## config.mk

```make
export PLATFORM = sky130hd
export DESIGN_NAME = rle_bitmap_span_blitter
export DESIGN_NICKNAME = d
export VERILOG_FILES = /design/src/design/rlebsb_pkg.sv /design/src/design/rle_bitmap_span_blitter.sv /design/src/design/rlebsb_front.sv /design/src/design/rlebsb_queue.sv /design/src/design/rlebsb_div.sv /design/src/design/rlebsb_back.sv
export SDC_FILE = /design/constraint.sdc
export NUM_CORES = 2
export LEC_CHECK = 0
export BUFFER_PORTS_ARGS = -buffer_cell sky130_fd_sc_hd__clkbuf_2
export CAP_MARGIN = 10
export CORE_MARGIN = 8
export CORE_UTILIZATION = 55
export CTS_CLUSTER_DIAMETER = 100
export CTS_CLUSTER_SIZE = 8
export DETAILED_ROUTE_END_ITERATION = 10
export PLACE_DENSITY = 0.8
export SYNTH_ARGS = -nofsm -noshare
export SYNTH_HDL_FRONTEND = slang
export SYNTH_SLANG_ARGS = --single-unit
```

## constraint.sdc

```tcl
create_clock -name clk -period 8.6 [get_ports clk]
set_input_delay 1.29 -clock clk [delete_from_list [all_inputs] [get_ports clk]]
set_output_delay 1.29 -clock clk [all_outputs]
set_load 0.01 [all_outputs]
```

## src/design/rlebsb_pkg.sv

```systemverilog
// ----------------------------------------------------------------------------
// rlebsb_pkg: shared types and constants for the run-length span blitter
// Field widths, register indexes, the queued request layout, span records and
// the effective width and height helpers.
// ----------------------------------------------------------------------------
`default_nettype none

package rlebsb_pkg;

  // Field widths
  localparam int OFFSET_BITS = 22;
  localparam int ORG_W       = 10;
  localparam int COL_W       = 10;
  localparam int DIM_W       = 11;
  localparam int PITCH_W     = 12;
  localparam int COLOR_W     = 16;
  localparam int BYTE_W      = 8;
  localparam int SHORT_W     = 7;
  localparam int RUN_W       = 15;
  localparam int DVD_W       = 16;
  localparam int PROD_W      = DVD_W + PITCH_W;

  // Bitmap limits
  localparam int MAX_WIDTH  = 1024;
  localparam int MAX_HEIGHT = 1024;

  // Configuration port
  localparam int CFG_IDX_W  = 3;
  localparam int CFG_DATA_W = 16;

  // Request queue between front and back
  localparam int Q_DEPTH = 4;
  localparam int Q_PTR_W = 2;
  localparam int Q_CNT_W = 3;

  // Width divider: quotient bits retired per cycle
  localparam int DIV_DIGIT = 4;
  localparam int DIV_ITERS = DVD_W / DIV_DIGIT;
  localparam int DIV_CNT_W = 2;

  // Span slots per request
  localparam int SPAN_SLOTS = 3;
  localparam int SLOT_IDX_W = 2;

  typedef enum logic [CFG_IDX_W-1:0] {
    CFG_ORIGIN_X      = 3'd0,
    CFG_ORIGIN_Y      = 3'd1,
    CFG_LINE_PITCH    = 3'd2,
    CFG_BITMAP_WIDTH  = 3'd3,
    CFG_BITMAP_HEIGHT = 3'd4,
    CFG_DRAW_COLOR    = 3'd5
  } cfg_idx_t;

  typedef struct packed {
    logic [ORG_W-1:0]   origin_x;
    logic [ORG_W-1:0]   origin_y;
    logic [PITCH_W-1:0] line_pitch;
    logic [DIM_W-1:0]   bitmap_width;
    logic [DIM_W-1:0]   bitmap_height;
    logic [COLOR_W-1:0] draw_color;
  } cfg_t;

  // One decoded request: optional run, optional tail fill
  typedef struct packed {
    logic             start;
    logic             run_valid;
    logic             run_fg;
    logic [RUN_W-1:0] run_len;
    logic             fin;
    logic             tail_fg;
  } cmd_t;

  typedef struct packed {
    logic [OFFSET_BITS-1:0] offset;
    logic [DIM_W-1:0]       length;
    logic [DIM_W-1:0]       rows;
  } span_t;

  typedef enum logic [3:0] {
    BK_IDLE,
    BK_INIT,
    BK_REDUCE,
    BK_RDIV,
    BK_RUN,
    BK_DIV,
    BK_MUL,
    BK_PLAN,
    BK_TAIL,
    BK_EMIT
  } back_state_t;

  // Width register as used: zero reads as one, large values saturate
  function automatic logic [DIM_W-1:0] eff_width(input logic [DIM_W-1:0] w);
    logic [DIM_W-1:0] r;
    r = w;
    if (w == '0) begin
      r = DIM_W'(1);
    end else if (w > DIM_W'(MAX_WIDTH)) begin
      r = DIM_W'(MAX_WIDTH);
    end
    return r;
  endfunction

  function automatic logic [DIM_W-1:0] eff_height(input logic [DIM_W-1:0] h);
    logic [DIM_W-1:0] r;
    r = h;
    if (h > DIM_W'(MAX_HEIGHT)) begin
      r = DIM_W'(MAX_HEIGHT);
    end
    return r;
  endfunction

endpackage

`default_nettype wire

```

## src/design/rle_bitmap_span_blitter.sv

```systemverilog
// ----------------------------------------------------------------------------
// rle_bitmap_span_blitter: run-length bitmap to framebuffer span converter
// Usage:
//   Input channel (in_valid/in_stall) takes one code byte per request; set
//   in_final_byte on the last byte of a bitmap. The next byte starts a new
//   image. Result channel (out_valid/out_stall) gives fill spans: word
//   offset, length per row, row count and color; out_last_span marks the
//   last span caused by one byte. Bytes that complete no foreground run
//   give no span, unless a final byte leaves a foreground tail to fill.
//   Write cfg_* only while the block is idle.
//   The decoder takes a byte every cycle while the queue is not full, into a
//   four-deep request queue. The span engine handles one request at a time:
//   a byte that ends a run passes through the radix-16 width divider, each
//   span is sent in turn, image start adds an init step and a width that
//   shrank under the current column adds a reducing divide. The engine's
//   divider and sequencing set the sustained rate.
//   Reset clears the decoder, the queue and the engine and restores the
//   register defaults. A stalled receiver holds the output register; the
//   engine waits and the queue then fills and raises in_stall.
// ----------------------------------------------------------------------------
`default_nettype none

module rle_bitmap_span_blitter (
  input  wire                                   clk,
  input  wire                                   rst_n,
  // configuration
  input  wire                                   cfg_we,
  input  wire [rlebsb_pkg::CFG_IDX_W-1:0]       cfg_index,
  input  wire [rlebsb_pkg::CFG_DATA_W-1:0]      cfg_wdata,
  // code bytes
  input  wire                                   in_valid,
  output logic                                  in_stall,
  input  wire [rlebsb_pkg::BYTE_W-1:0]          in_code_byte,
  input  wire                                   in_final_byte,
  // spans
  output logic                                  out_valid,
  input  wire                                   out_stall,
  output logic [rlebsb_pkg::OFFSET_BITS-1:0]    out_span_offset,
  output logic [rlebsb_pkg::DIM_W-1:0]          out_span_length,
  output logic [rlebsb_pkg::DIM_W-1:0]          out_span_rows,
  output logic [rlebsb_pkg::COLOR_W-1:0]        out_pixel_value,
  output logic                                  out_last_span
);

  rlebsb_pkg::cfg_t  cfg_r;
  logic              q_full, q_push, q_pop, q_valid;
  rlebsb_pkg::cmd_t  push_cmd, head_cmd;

  // Configuration registers
  always_ff @(posedge clk) begin
    if (!rst_n) begin
      cfg_r.origin_x      <= '0;
      cfg_r.origin_y      <= '0;
      cfg_r.line_pitch    <= rlebsb_pkg::PITCH_W'(1);
      cfg_r.bitmap_width  <= rlebsb_pkg::DIM_W'(1);
      cfg_r.bitmap_height <= '0;
      cfg_r.draw_color    <= '0;
    end else if (cfg_we) begin
      unique case (rlebsb_pkg::cfg_idx_t'(cfg_index))
        rlebsb_pkg::CFG_ORIGIN_X:
          cfg_r.origin_x <= cfg_wdata[rlebsb_pkg::ORG_W-1:0];
        rlebsb_pkg::CFG_ORIGIN_Y:
          cfg_r.origin_y <= cfg_wdata[rlebsb_pkg::ORG_W-1:0];
        rlebsb_pkg::CFG_LINE_PITCH:
          cfg_r.line_pitch <= cfg_wdata[rlebsb_pkg::PITCH_W-1:0];
        rlebsb_pkg::CFG_BITMAP_WIDTH:
          cfg_r.bitmap_width <= cfg_wdata[rlebsb_pkg::DIM_W-1:0];
        rlebsb_pkg::CFG_BITMAP_HEIGHT:
          cfg_r.bitmap_height <= cfg_wdata[rlebsb_pkg::DIM_W-1:0];
        rlebsb_pkg::CFG_DRAW_COLOR:
          cfg_r.draw_color <= cfg_wdata[rlebsb_pkg::COLOR_W-1:0];
        default: begin
          cfg_r <= cfg_r;
        end
      endcase
    end
  end

  rlebsb_front u_front (
    .clk           (clk),
    .rst_n         (rst_n),
    .in_valid      (in_valid),
    .in_code_byte  (in_code_byte),
    .in_final_byte (in_final_byte),
    .in_stall      (in_stall),
    .q_full        (q_full),
    .push          (q_push),
    .push_cmd      (push_cmd)
  );

  rlebsb_queue u_queue (
    .clk      (clk),
    .rst_n    (rst_n),
    .push     (q_push),
    .push_cmd (push_cmd),
    .full     (q_full),
    .pop      (q_pop),
    .valid    (q_valid),
    .head     (head_cmd)
  );

  rlebsb_back u_back (
    .clk             (clk),
    .rst_n           (rst_n),
    .cfg             (cfg_r),
    .q_valid         (q_valid),
    .q_cmd           (head_cmd),
    .q_pop           (q_pop),
    .out_valid       (out_valid),
    .out_stall       (out_stall),
    .out_span_offset (out_span_offset),
    .out_span_length (out_span_length),
    .out_span_rows   (out_span_rows),
    .out_pixel_value (out_pixel_value),
    .out_last_span   (out_last_span)
  );

endmodule

`default_nettype wire

```

## src/design/rlebsb_front.sv

```systemverilog
// ----------------------------------------------------------------------------
// rlebsb_front: code byte decoder
// Pairs long-run halves, tracks polarity and image start, and pushes one
// request per accepted byte into the queue.
// ----------------------------------------------------------------------------
`default_nettype none

module rlebsb_front (
  input  wire                              clk,
  input  wire                              rst_n,
  input  wire                              in_valid,
  input  wire [rlebsb_pkg::BYTE_W-1:0]     in_code_byte,
  input  wire                              in_final_byte,
  output logic                             in_stall,
  input  wire                              q_full,
  output logic                             push,
  output rlebsb_pkg::cmd_t                 push_cmd
);

  logic                               in_image_r, in_image_nxt;
  logic                               hp_r, hp_nxt;
  logic                               fg_r, fg_nxt;
  logic [rlebsb_pkg::SHORT_W-1:0]     high_r, high_nxt;
  logic                               hp_cur, fg_cur;

  assign in_stall = q_full;
  assign push     = in_valid && !q_full;

  // Decode one byte against the pending half and polarity
  always_comb begin
    hp_cur   = in_image_r && hp_r;
    fg_cur   = in_image_r && fg_r;
    hp_nxt   = hp_cur;
    fg_nxt   = fg_cur;
    high_nxt = high_r;

    push_cmd           = '0;
    push_cmd.start     = !in_image_r;
    push_cmd.run_fg    = fg_cur;
    push_cmd.fin       = in_final_byte;

    priority if (hp_cur) begin
      push_cmd.run_valid = 1'b1;
      push_cmd.run_len   = {high_r, in_code_byte};
      fg_nxt             = !fg_cur;
      hp_nxt             = 1'b0;
    end else if (!in_code_byte[rlebsb_pkg::BYTE_W-1]) begin
      // high half of a long run; a final one is dropped
      if (!in_final_byte) begin
        hp_nxt   = 1'b1;
        high_nxt = in_code_byte[rlebsb_pkg::SHORT_W-1:0];
      end
    end else begin
      push_cmd.run_valid = 1'b1;
      push_cmd.run_len   = rlebsb_pkg::RUN_W'(in_code_byte[rlebsb_pkg::SHORT_W-1:0]);
      fg_nxt             = !fg_cur;
    end

    push_cmd.tail_fg = fg_nxt;
    in_image_nxt     = !in_final_byte;
    if (in_final_byte) begin
      hp_nxt = 1'b0;
    end
  end

  // Advance decode state on each pushed request
  always_ff @(posedge clk) begin
    if (!rst_n) begin
      in_image_r <= 1'b0;
      hp_r       <= 1'b0;
      fg_r       <= 1'b0;
    end else if (push) begin
      in_image_r <= in_image_nxt;
      hp_r       <= hp_nxt;
      fg_r       <= fg_nxt;
    end
  end

  always_ff @(posedge clk) begin
    if (push) begin
      high_r <= high_nxt;
    end
  end

endmodule

`default_nettype wire

```

## src/design/rlebsb_queue.sv

```systemverilog
// ----------------------------------------------------------------------------
// rlebsb_queue: request queue between decoder and span engine
// Four-entry first-in first-out buffer of decoded requests.
// ----------------------------------------------------------------------------
`default_nettype none

module rlebsb_queue (
  input  wire                 clk,
  input  wire                 rst_n,
  input  wire                 push,
  input  rlebsb_pkg::cmd_t    push_cmd,
  output logic                full,
  input  wire                 pop,
  output logic                valid,
  output rlebsb_pkg::cmd_t    head
);

  rlebsb_pkg::cmd_t                 mem_r [rlebsb_pkg::Q_DEPTH];
  logic [rlebsb_pkg::Q_PTR_W-1:0]   wr_ptr_r, rd_ptr_r;
  logic [rlebsb_pkg::Q_CNT_W-1:0]   cnt_r;

  assign full  = (cnt_r == rlebsb_pkg::Q_CNT_W'(rlebsb_pkg::Q_DEPTH));
  assign valid = (cnt_r != '0);
  assign head  = mem_r[rd_ptr_r];

  // Store the incoming request
  always_ff @(posedge clk) begin
    if (push) begin
      mem_r[wr_ptr_r] <= push_cmd;
    end
  end

  // Advance pointers and occupancy
  always_ff @(posedge clk) begin
    if (!rst_n) begin
      wr_ptr_r <= '0;
      rd_ptr_r <= '0;
      cnt_r    <= '0;
    end else begin
      if (push) begin
        wr_ptr_r <= wr_ptr_r + 1'b1;
      end
      if (pop) begin
        rd_ptr_r <= rd_ptr_r + 1'b1;
      end
      if (push && !pop) begin
        cnt_r <= cnt_r + 1'b1;
      end else if (pop && !push) begin
        cnt_r <= cnt_r - 1'b1;
      end
    end
  end

endmodule

`default_nettype wire

```

## src/design/rlebsb_div.sv

```systemverilog
// ----------------------------------------------------------------------------
// rlebsb_div: iterative divider by the bitmap width
// Radix-16 restoring divider: four quotient bits per cycle while busy, over a
// 16-bit dividend. done pulses one cycle with quotient and remainder.
// ----------------------------------------------------------------------------
`default_nettype none

module rlebsb_div (
  input  wire                              clk,
  input  wire                              rst_n,
  input  wire                              start,
  input  wire [rlebsb_pkg::DVD_W-1:0]      dividend,
  input  wire [rlebsb_pkg::DIM_W-1:0]      divisor,
  output logic                             done,
  output logic [rlebsb_pkg::DVD_W-1:0]     quot,
  output logic [rlebsb_pkg::DIM_W-1:0]     rem
);

  logic [rlebsb_pkg::DVD_W-1:0]     work_r, work_nxt;
  logic [rlebsb_pkg::DIM_W-1:0]     rem_r, rem_nxt;
  logic [rlebsb_pkg::DIM_W-1:0]     dsr_r;
  logic [rlebsb_pkg::DIV_CNT_W-1:0] cnt_r;
  logic                             busy_r, done_r;

  assign done = done_r;
  assign quot = work_r;
  assign rem  = rem_r;

  // Retire one radix-16 digit
  always_comb begin : div_digit
    logic [rlebsb_pkg::DIM_W:0]       trial;
    logic [rlebsb_pkg::DIM_W-1:0]     r;
    logic [rlebsb_pkg::DIV_DIGIT-1:0] q;
    r = rem_r;
    q = '0;
    for (int i = 0; i < rlebsb_pkg::DIV_DIGIT; i++) begin
      trial = {r, work_r[rlebsb_pkg::DVD_W-1-i]};
      if (trial >= {1'b0, dsr_r}) begin
        trial                          = trial - {1'b0, dsr_r};
        q[rlebsb_pkg::DIV_DIGIT-1-i]   = 1'b1;
      end
      r = trial[rlebsb_pkg::DIM_W-1:0];
    end
    rem_nxt  = r;
    work_nxt = {work_r[rlebsb_pkg::DVD_W-rlebsb_pkg::DIV_DIGIT-1:0], q};
  end

  // Load operands or step the shared remainder and quotient registers
  always_ff @(posedge clk) begin
    if (start) begin
      work_r <= dividend;
      rem_r  <= '0;
      dsr_r  <= divisor;
    end else if (busy_r) begin
      work_r <= work_nxt;
      rem_r  <= rem_nxt;
    end
  end

  // Sequence the iterations
  always_ff @(posedge clk) begin
    if (!rst_n) begin
      busy_r <= 1'b0;
      done_r <= 1'b0;
      cnt_r  <= '0;
    end else begin
      done_r <= 1'b0;
      if (start) begin
        busy_r <= 1'b1;
        cnt_r  <= '0;
      end else if (busy_r) begin
        cnt_r <= cnt_r + 1'b1;
        if (cnt_r == rlebsb_pkg::DIV_CNT_W'(rlebsb_pkg::DIV_ITERS - 1)) begin
          busy_r <= 1'b0;
          done_r <= 1'b1;
        end
      end
    end
  end

endmodule

`default_nettype wire

```

## src/design/rlebsb_back.sv

```systemverilog
// ----------------------------------------------------------------------------
// rlebsb_back: span engine
// Pops decoded requests, walks the run over the bitmap with the width
// divider, plans up to three fill spans and sends them through a registered
// output stage.
// ----------------------------------------------------------------------------
`default_nettype none

module rlebsb_back (
  input  wire                                   clk,
  input  wire                                   rst_n,
  input  rlebsb_pkg::cfg_t                      cfg,
  input  wire                                   q_valid,
  input  rlebsb_pkg::cmd_t                      q_cmd,
  output logic                                  q_pop,
  output logic                                  out_valid,
  input  wire                                   out_stall,
  output logic [rlebsb_pkg::OFFSET_BITS-1:0]    out_span_offset,
  output logic [rlebsb_pkg::DIM_W-1:0]          out_span_length,
  output logic [rlebsb_pkg::DIM_W-1:0]          out_span_rows,
  output logic [rlebsb_pkg::COLOR_W-1:0]        out_pixel_value,
  output logic                                  out_last_span
);

  localparam int OB = rlebsb_pkg::OFFSET_BITS;
  localparam int DW = rlebsb_pkg::DIM_W;
  localparam int VW = rlebsb_pkg::DVD_W;
  localparam int NS = rlebsb_pkg::SPAN_SLOTS;
  localparam int OW = rlebsb_pkg::ORG_W + rlebsb_pkg::PITCH_W;

  rlebsb_pkg::back_state_t state_r, state_nxt;

  // Request and walk state
  rlebsb_pkg::cmd_t                 cmd_r;
  logic [rlebsb_pkg::COL_W-1:0]     column_r, newcol_r;
  logic [DW-1:0]                    rows_left_r;
  logic [OB-1:0]                    row_base_r, prod_r;
  logic [VW-1:0]                    full_r;

  // Planned spans
  logic [NS-1:0]                    slot_v_r;
  rlebsb_pkg::span_t                slot_r [NS];

  // Output stage
  logic                             out_valid_r;
  rlebsb_pkg::span_t                out_span_r;
  logic [rlebsb_pkg::COLOR_W-1:0]   out_color_r;
  logic                             out_last_r;

  // Divider
  logic                             div_start, div_done;
  logic [VW-1:0]                    div_dividend, div_quot;
  logic [DW-1:0]                    div_rem;

  logic [DW-1:0]                    width;
  logic [DW-1:0]                    c_ext;
  logic                             cpos, col_big;
  logic [DW-1:0]                    rows1;
  logic [OB-1:0]                    step_off;
  logic [OW-1:0]                    org_prod;
  logic [OB-1:0]                    org_off;
  logic [rlebsb_pkg::PROD_W-1:0]    mul_full;

  logic                             p_emit;
  logic [NS-1:0]                    plan_v;
  rlebsb_pkg::span_t                plan_span [NS];
  logic [VW-1:0]                    k2;
  logic [DW-1:0]                    rows_after;

  logic                             tail_go;
  logic [NS-1:0]                    tail_v;
  rlebsb_pkg::span_t                tail_span [NS];

  logic                             out_load;
  logic [rlebsb_pkg::SLOT_IDX_W-1:0] sel;
  logic [NS-1:0]                    pick_oh, rest_v;

  rlebsb_div u_div (
    .clk      (clk),
    .rst_n    (rst_n),
    .start    (div_start),
    .dividend (div_dividend),
    .divisor  (width),
    .done     (div_done),
    .quot     (div_quot),
    .rem      (div_rem)
  );

  // Shared operands; fold the column only for requests that walk or fill
  assign width    = rlebsb_pkg::eff_width(cfg.bitmap_width);
  assign c_ext    = DW'(column_r);
  assign cpos     = (column_r != '0);
  assign col_big  = (c_ext >= width) && (cmd_r.run_valid || cmd_r.fin);
  assign rows1    = rows_left_r - DW'(cpos);
  assign step_off = cpos ? OB'(cfg.line_pitch) : '0;
  assign org_prod = OW'(cfg.origin_y) * OW'(cfg.line_pitch);
  assign org_off  = OB'(org_prod) + OB'(cfg.origin_x);
  assign mul_full = rlebsb_pkg::PROD_W'(full_r) * rlebsb_pkg::PROD_W'(cfg.line_pitch);

  // Plan the run: partial first row, block of whole rows, partial last row
  always_comb begin
    p_emit = cmd_r.run_fg && (rows_left_r != '0) && (cmd_r.run_len != '0);
    k2     = full_r - VW'(cpos);

    plan_v[0]              = p_emit && cpos;
    plan_span[0].offset    = row_base_r + OB'(column_r);
    plan_span[0].length    = (full_r != '0) ? (width - c_ext) : cmd_r.run_len[DW-1:0];
    plan_span[0].rows      = DW'(1);

    plan_v[1]              = p_emit && (full_r > VW'(cpos)) && (rows1 != '0);
    plan_span[1].offset    = row_base_r + step_off;
    plan_span[1].length    = width;
    plan_span[1].rows      = (k2 > VW'(rows1)) ? rows1 : k2[DW-1:0];

    plan_v[2]              = p_emit && (newcol_r != '0) && (!cpos || (full_r != '0)) &&
                             (full_r < VW'(rows_left_r));
    plan_span[2].offset    = row_base_r + prod_r;
    plan_span[2].length    = DW'(newcol_r);
    plan_span[2].rows      = DW'(1);

    rows_after = (full_r >= VW'(rows_left_r)) ? '0 : (rows_left_r - full_r[DW-1:0]);
  end

  // Plan the tail fill: rest of the current row, then every remaining row
  always_comb begin
    tail_go = cmd_r.fin && cmd_r.tail_fg && (rows_left_r != '0);

    tail_v[0]           = cpos;
    tail_span[0].offset = row_base_r + OB'(column_r);
    tail_span[0].length = width - c_ext;
    tail_span[0].rows   = DW'(1);

    tail_v[1]           = (rows1 != '0);
    tail_span[1].offset = row_base_r + step_off;
    tail_span[1].length = width;
    tail_span[1].rows   = rows1;

    tail_v[2]           = 1'b0;
    tail_span[2]        = '0;
  end

  // Pick the first pending span
  always_comb begin
    priority if (slot_v_r[0]) begin
      sel = rlebsb_pkg::SLOT_IDX_W'(0);
    end else if (slot_v_r[1]) begin
      sel = rlebsb_pkg::SLOT_IDX_W'(1);
    end else begin
      sel = rlebsb_pkg::SLOT_IDX_W'(2);
    end
    pick_oh = NS'(1) << sel;
    rest_v  = slot_v_r & ~pick_oh;
  end

  // Next state
  always_comb begin
    state_nxt = state_r;
    unique case (state_r)
      rlebsb_pkg::BK_IDLE: begin
        if (q_valid) begin
          state_nxt = q_cmd.start ? rlebsb_pkg::BK_INIT : rlebsb_pkg::BK_REDUCE;
        end
      end
      rlebsb_pkg::BK_INIT:   state_nxt = rlebsb_pkg::BK_REDUCE;
      rlebsb_pkg::BK_REDUCE: state_nxt = col_big ? rlebsb_pkg::BK_RDIV : rlebsb_pkg::BK_RUN;
      rlebsb_pkg::BK_RDIV: begin
        if (div_done) begin
          state_nxt = rlebsb_pkg::BK_RUN;
        end
      end
      rlebsb_pkg::BK_RUN: begin
        state_nxt = cmd_r.run_valid ? rlebsb_pkg::BK_DIV : rlebsb_pkg::BK_TAIL;
      end
      rlebsb_pkg::BK_DIV: begin
        if (div_done) begin
          state_nxt = rlebsb_pkg::BK_MUL;
        end
      end
      rlebsb_pkg::BK_MUL:  state_nxt = rlebsb_pkg::BK_PLAN;
      rlebsb_pkg::BK_PLAN: state_nxt = rlebsb_pkg::BK_TAIL;
      rlebsb_pkg::BK_TAIL: state_nxt = rlebsb_pkg::BK_EMIT;
      rlebsb_pkg::BK_EMIT: begin
        if (slot_v_r == '0) begin
          state_nxt = rlebsb_pkg::BK_IDLE;
        end
      end
      default: state_nxt = rlebsb_pkg::BK_IDLE;
    endcase
  end

  // State outputs
  always_comb begin
    q_pop        = 1'b0;
    div_start    = 1'b0;
    div_dividend = VW'(column_r);
    out_load     = 1'b0;
    unique case (state_r)
      rlebsb_pkg::BK_IDLE:   q_pop = q_valid;
      rlebsb_pkg::BK_REDUCE: div_start = col_big;
      rlebsb_pkg::BK_RUN: begin
        div_start    = cmd_r.run_valid;
        div_dividend = VW'(column_r) + VW'(cmd_r.run_len);
      end
      rlebsb_pkg::BK_EMIT: begin
        out_load = (slot_v_r != '0) && (!out_valid_r || !out_stall);
      end
      default: begin
        q_pop = 1'b0;
      end
    endcase
  end

  // Control registers
  always_ff @(posedge clk) begin
    if (!rst_n) begin
      state_r     <= rlebsb_pkg::BK_IDLE;
      slot_v_r    <= '0;
      out_valid_r <= 1'b0;
    end else begin
      state_r <= state_nxt;
      if (state_r == rlebsb_pkg::BK_PLAN) begin
        slot_v_r <= plan_v;
      end else if ((state_r == rlebsb_pkg::BK_TAIL) && tail_go) begin
        slot_v_r <= tail_v;
      end else if (out_load) begin
        slot_v_r <= rest_v;
      end
      if (out_load) begin
        out_valid_r <= 1'b1;
      end else if (!out_stall) begin
        out_valid_r <= 1'b0;
      end
    end
  end

  // Walk state and span payload
  always_ff @(posedge clk) begin
    unique case (state_r)
      rlebsb_pkg::BK_IDLE: begin
        if (q_pop) begin
          cmd_r <= q_cmd;
        end
      end
      rlebsb_pkg::BK_INIT: begin
        column_r    <= '0;
        rows_left_r <= rlebsb_pkg::eff_height(cfg.bitmap_height);
        row_base_r  <= org_off;
      end
      rlebsb_pkg::BK_RDIV: begin
        if (div_done) begin
          column_r <= div_rem[rlebsb_pkg::COL_W-1:0];
        end
      end
      rlebsb_pkg::BK_DIV: begin
        if (div_done) begin
          full_r   <= div_quot;
          newcol_r <= div_rem[rlebsb_pkg::COL_W-1:0];
        end
      end
      rlebsb_pkg::BK_MUL: begin
        prod_r <= mul_full[OB-1:0];
      end
      rlebsb_pkg::BK_PLAN: begin
        column_r    <= newcol_r;
        rows_left_r <= rows_after;
        row_base_r  <= row_base_r + prod_r;
        for (int i = 0; i < NS; i++) begin
          slot_r[i] <= plan_span[i];
        end
      end
      rlebsb_pkg::BK_TAIL: begin
        if (tail_go) begin
          for (int i = 0; i < NS; i++) begin
            slot_r[i] <= tail_span[i];
          end
        end
      end
      default: begin
        if (out_load) begin
          out_span_r  <= slot_r[sel];
          out_color_r <= cfg.draw_color;
          out_last_r  <= (rest_v == '0);
        end
      end
    endcase
  end

  assign out_valid       = out_valid_r;
  assign out_span_offset = out_span_r.offset;
  assign out_span_length = out_span_r.length;
  assign out_span_rows   = out_span_r.rows;
  assign out_pixel_value = out_color_r;
  assign out_last_span   = out_last_r;

endmodule

`default_nettype wire
```

==> results.md <==
Run status:
- The flow ran to the end, and the final reports show no timing, DRC or antenna violations.

Power:
- In this run the static leakage power is between 0.015 and 0.02 uW.
- For this design the ratio of total power to cell area is 398 mW/mm^2.
- Total power for the finished layout comes to 15500 uW.
- The proportion of power drawn by flip-flops and latches is 21.4%.
- The internal power is 9060 uW.
- Of the total power, the share spent switching nets is 41.6%.
- The worst-case IR drop observed on VDD is a little over 0.7 mV.
- The net switching power figure is 6450 uW.
- The share of total power dissipated in the clock network is between 15 and 20%.
- The part of the total power dissipated in combinational logic is 61.4%.

Critical path:
- Data on the critical path is required at its endpoint by 9090 ps.
- The highest fanout seen on the critical path is 12.
- STA classifies the critical path startpoint as a flip-flop.
- Data on the critical path arrives at its endpoint at 8630 ps.
- The critical path is of the reg2reg type.
- On the critical path, the stage with the largest delay is an instance of ha_1.
- The worst setup path is captured at a flip-flop.
- The largest incremental delay on the critical path is about 420 ps.

Global routing:
- The initial antenna violation count is 0.
- Across every metal layer, demand over resource in global routing totals 24.5%.
- The remaining global-route overflow is 0.
- The maximum number of pins on one net before global-route repair is 74.
- The global-route wire length before repair is between 100000 and 150000 um.
- The number of global-route vias before repair is around 25000.

STA:
- The tightest hold path in the finished design has a slack of 425 ps.
- The count of final max-slew check failures is 0.
- Across the routed clock network, the largest skew measured is 33.6 ps.
- The slew at the pin closest to its max-slew limit is around 1100 ps.
- After layout, the worst path uses 94.6% of the clock period.
- The hold violation count in the final report came to 0.
- Setup violations remaining at the end of the flow were counted as 0.
- The final setup TNS is 0 ps.
- Measured against its own limit, the worst slew margin works out to 26.9%.
- The routed design could run at a clock period as short as 8140 ps.
- For this run, the top clock speed supported by timing is 123 MHz.

Logic synthesis:
- The post-synthesis async set-or-reset flop share is 0%.
- The Yosys step of the flow raised 0 warnings.
- The xor and xnor area share after synthesis is 4.36%.
- In the synthesized netlist the dominant register cell turns out to be edfxtp_1.
- The combinational family with the most area after synthesis is adder cells.
- The synthesized netlist devotes around 15% of its cell area to simple gates.
- The mean area per synthesized cell is between 10 and 15 um^2.
- The number of enable flip-flop cells after synthesis is around 400.
- Summing the areas of all compound-gate instances in the mapped netlist gives 10.2% of the synthesized area.
- After synthesis the netlist holds a flip-flop and latch count of 500.
- Yosys mapped the design onto 84 distinct sky130hd cell types.
- Synthesis produced a netlist with a net count of 3869.
- Summing the sequential cell areas from Yosys gives 39.9% of the chip area.
- Of the post-synthesis cell area, the part taken by muxes is between 3 and 4%.
- The adder and majority cell fraction of the synthesized area is between 20% and 30%.
- Summing every instance area after synthesis gives 0.0350 mm^2.
- Counting every instance in the synthesized netlist gives around 3400.

Die:
- The initialized floorplan defines 92 standard-cell rows.
- The total core area is 0.0630 mm^2.
- The full die area is 0.0719 mm^2.
- The count of boundary I/O pins is 96.
- The die outline height is 268 um.
- The initial standard-cell utilization of the core is 55.6%.
- The horizontal extent of the die is 268 um.

Routing:
- The average via count per standard cell is 5.77.
- The total vias in the final route is ~25000.
- The number of DRC markers after the initial detailed-route iteration is roughly 2200.
- The final routed wire length divided by cell count is 20.2 um.
- The detail route stage leaves a number of antenna-violating nets equal to 0.
- The first TritonRoute pass finished after 6 iterations.
- For this run, design rule violations remaining after detail routing come to 0.
- After detailed routing, the total wire length is 88200 um.

Final layout:
- The footprint of the flip-flops and latches is roughly 0.014 mm^2.
- For this run, the share of the core covered by cells in the final layout is 61.8%.
- The design area is between 0.03 and 0.04 mm^2.
- The growth of design area from synthesis to finish is 11.3%.
- The area of combinational cells with multiple inputs is 0.0193 mm^2.
- In the layout the commonest cells are nand2_1 (472), edfxtp_1 (395), inv_1 (341).
- The antenna diode instance count is 0.
- The net count of the finished layout is 4000.
- The most common library cell in the layout ignoring fill and taps is nand2_1.
- The fraction of layout instances using a drive strength above 1 is 9.90%.
- The final-layout fill cell count is ~4900.

CTS:
- The TritonCTS clock tree is yes.
- The register clock-pin slew on the reported worst setup and hold paths is 60 ps.
- The later pin in the worst-skew pair is clocked with a latency of 620 ps.
- The buffer levels on the longest clock path is 3.
- The CTS H-tree depth is 3.
- The root buffer cell is clkbuf_16.
- The count of clock tree sinks is 500.
- Buffers inserted during clock tree synthesis total 73.

Hold path:
- The worst hold path class is reg2reg.

Placed design:
- The wire-length estimate of the detail-placed layout is around 66000 um.
- After detailed placement, the total cell area comes to 0.0367 mm^2.
- The routability congestion estimate is 0.958.
- In this run the tool buffered the top-level ports with 95 buffer cells.

Flow run:
- The number of maximum-capacitance violations is 0.
metrics by stage:
stage	setup WS (ps)	std cells
global placement	111	4252
finish	461	4373
global route	-42.6	4373
detailed placement	-18.7	4252
floorplan	310	3357
CTS	74.2	4366
worst max-delay path: cells and delay by family (launching register included):
family	cells	cell delay [ps]
mux	4	1250
fa+ha+maj	5	1730
simple gates	8	1610
flops	1	390
buf+inv	3	440
compound gates	16	2560
power groups by stage:
stage / registers [uW] / logic (uW) / clock network [uW]
after floorplan: 3200 / 6380 / 0
after global placement: 3340 / 8860 / 0
after detailed placement: 3350 / 8850 / 0
after CTS: 3310 / 9010 / 2690
after global routing: 3340 / 10500 / 2780
final: 3330 / 9530 / 2650
routing by layer:
metal | global-route usage (%) | part of all wire (%) | routed length [um] | up-vias
met2 | 37.2 | 43 | 38300 | 1087
met4 | 6.96 | 2.6 | 2250 | 0
met3 | 7.96 | 11 | 9770 | 174
li1 | - | - | - | 11741
met1 | 33.5 | 43 | 37900 | 12237
met5 | 0 | 0 | 0 | -
worst paths after layout:
| kind | startpoint | endpoint | slack, ps | cells after the start |
|---|---|---|---|---|
| setup reg to reg | u_back.u_div.quot[15]$_DFFE_PP_ | u_back.u_div.rem[2]$_SDFFE_PP0P_ | 460 | 36 |
| hold / removal | cfg_r[15]$_SDFFE_PN0P_ | u_back.out_pixel_value[15]$_DFFE_PP_ | 430 | 0 |
| setup / recovery | u_back.u_div.quot[15]$_DFFE_PP_ | u_back.u_div.rem[2]$_SDFFE_PP0P_ | 460 | 36 |
| hold reg to reg | cfg_r[15]$_SDFFE_PN0P_ | u_back.out_pixel_value[15]$_DFFE_PP_ | 430 | 0 |
cell families (layout without fill, tap and decap cells):
| group | Yosys count | after routing |
|---|---|---|
| and+or+nand+nor | 1079 | 1079 |
| AOI/OAI and AO/OA | 545 | 546 |
| DFF | 500 | 500 |
| buffers and inverters | 483 | 652 |
| adders and majority gates | 479 | 479 |
| xor gates and xnor gates | 174 | 174 |
| muxes | 97 | 97 |
sequential cells by signal, summed over array words and instances, names as in the netlist, 16 cells and up, named ones only:
register,cells
u_back.cmd_r,19
cfg_r,70
u_back.slot_r,110
u_queue.mem_r,80
u_back.out_span_offset,22
u_back.out_pixel_value,16
u_back.u_div.quot,16
u_back.full_r,16
u_back.prod_r,22
u_back.row_base_r,22
final cells by class:
class                           instances  share of cell area (%)
Multi-Input combinational cell       2375                    49.5
Sequential cell                       500                    35.9
Clock buffer                          105                    5.00
Inverter                              344                    3.32
Timing Repair Buffer                  194                    3.12
Tap cell                              846                    2.72
Clock inverter                          9                   0.463
cells in the mapped netlist, types with 60 or more instances:
library cell | instances | area (um^2)
fa_1 | 226 | 4520
edfxtp_1 | 395 | 11900
dfxtp_1 | 105 | 2100
nand2_1 | 472 | 1770
nor2_1 | 152 | 571
mux2i_1 | 63 | 631
clkbuf_1 | 124 | 465
ha_1 | 253 | 3170
a21oi_1 | 126 | 631
xnor2_1 | 119 | 1040
and2_1 | 160 | 1000
o21ai_0 | 128 | 641
a21boi_0 | 79 | 593
inv_1 | 343 | 1290
nor2b_1 | 60 | 375
timing repair:
| item | CTS | global route |
|---|---|---|
| pin swaps | 0 | 4 |
| setup buffers | 0 | 5 |
| gates cloned | 0 | 1 |
| endpoints found under the setup margin | 9 | 12 |
| resized for setup | 3 | 14 |
| hold buffers | 0 | 0 |
Note: power is estimated with default switching activity, not from simulation.
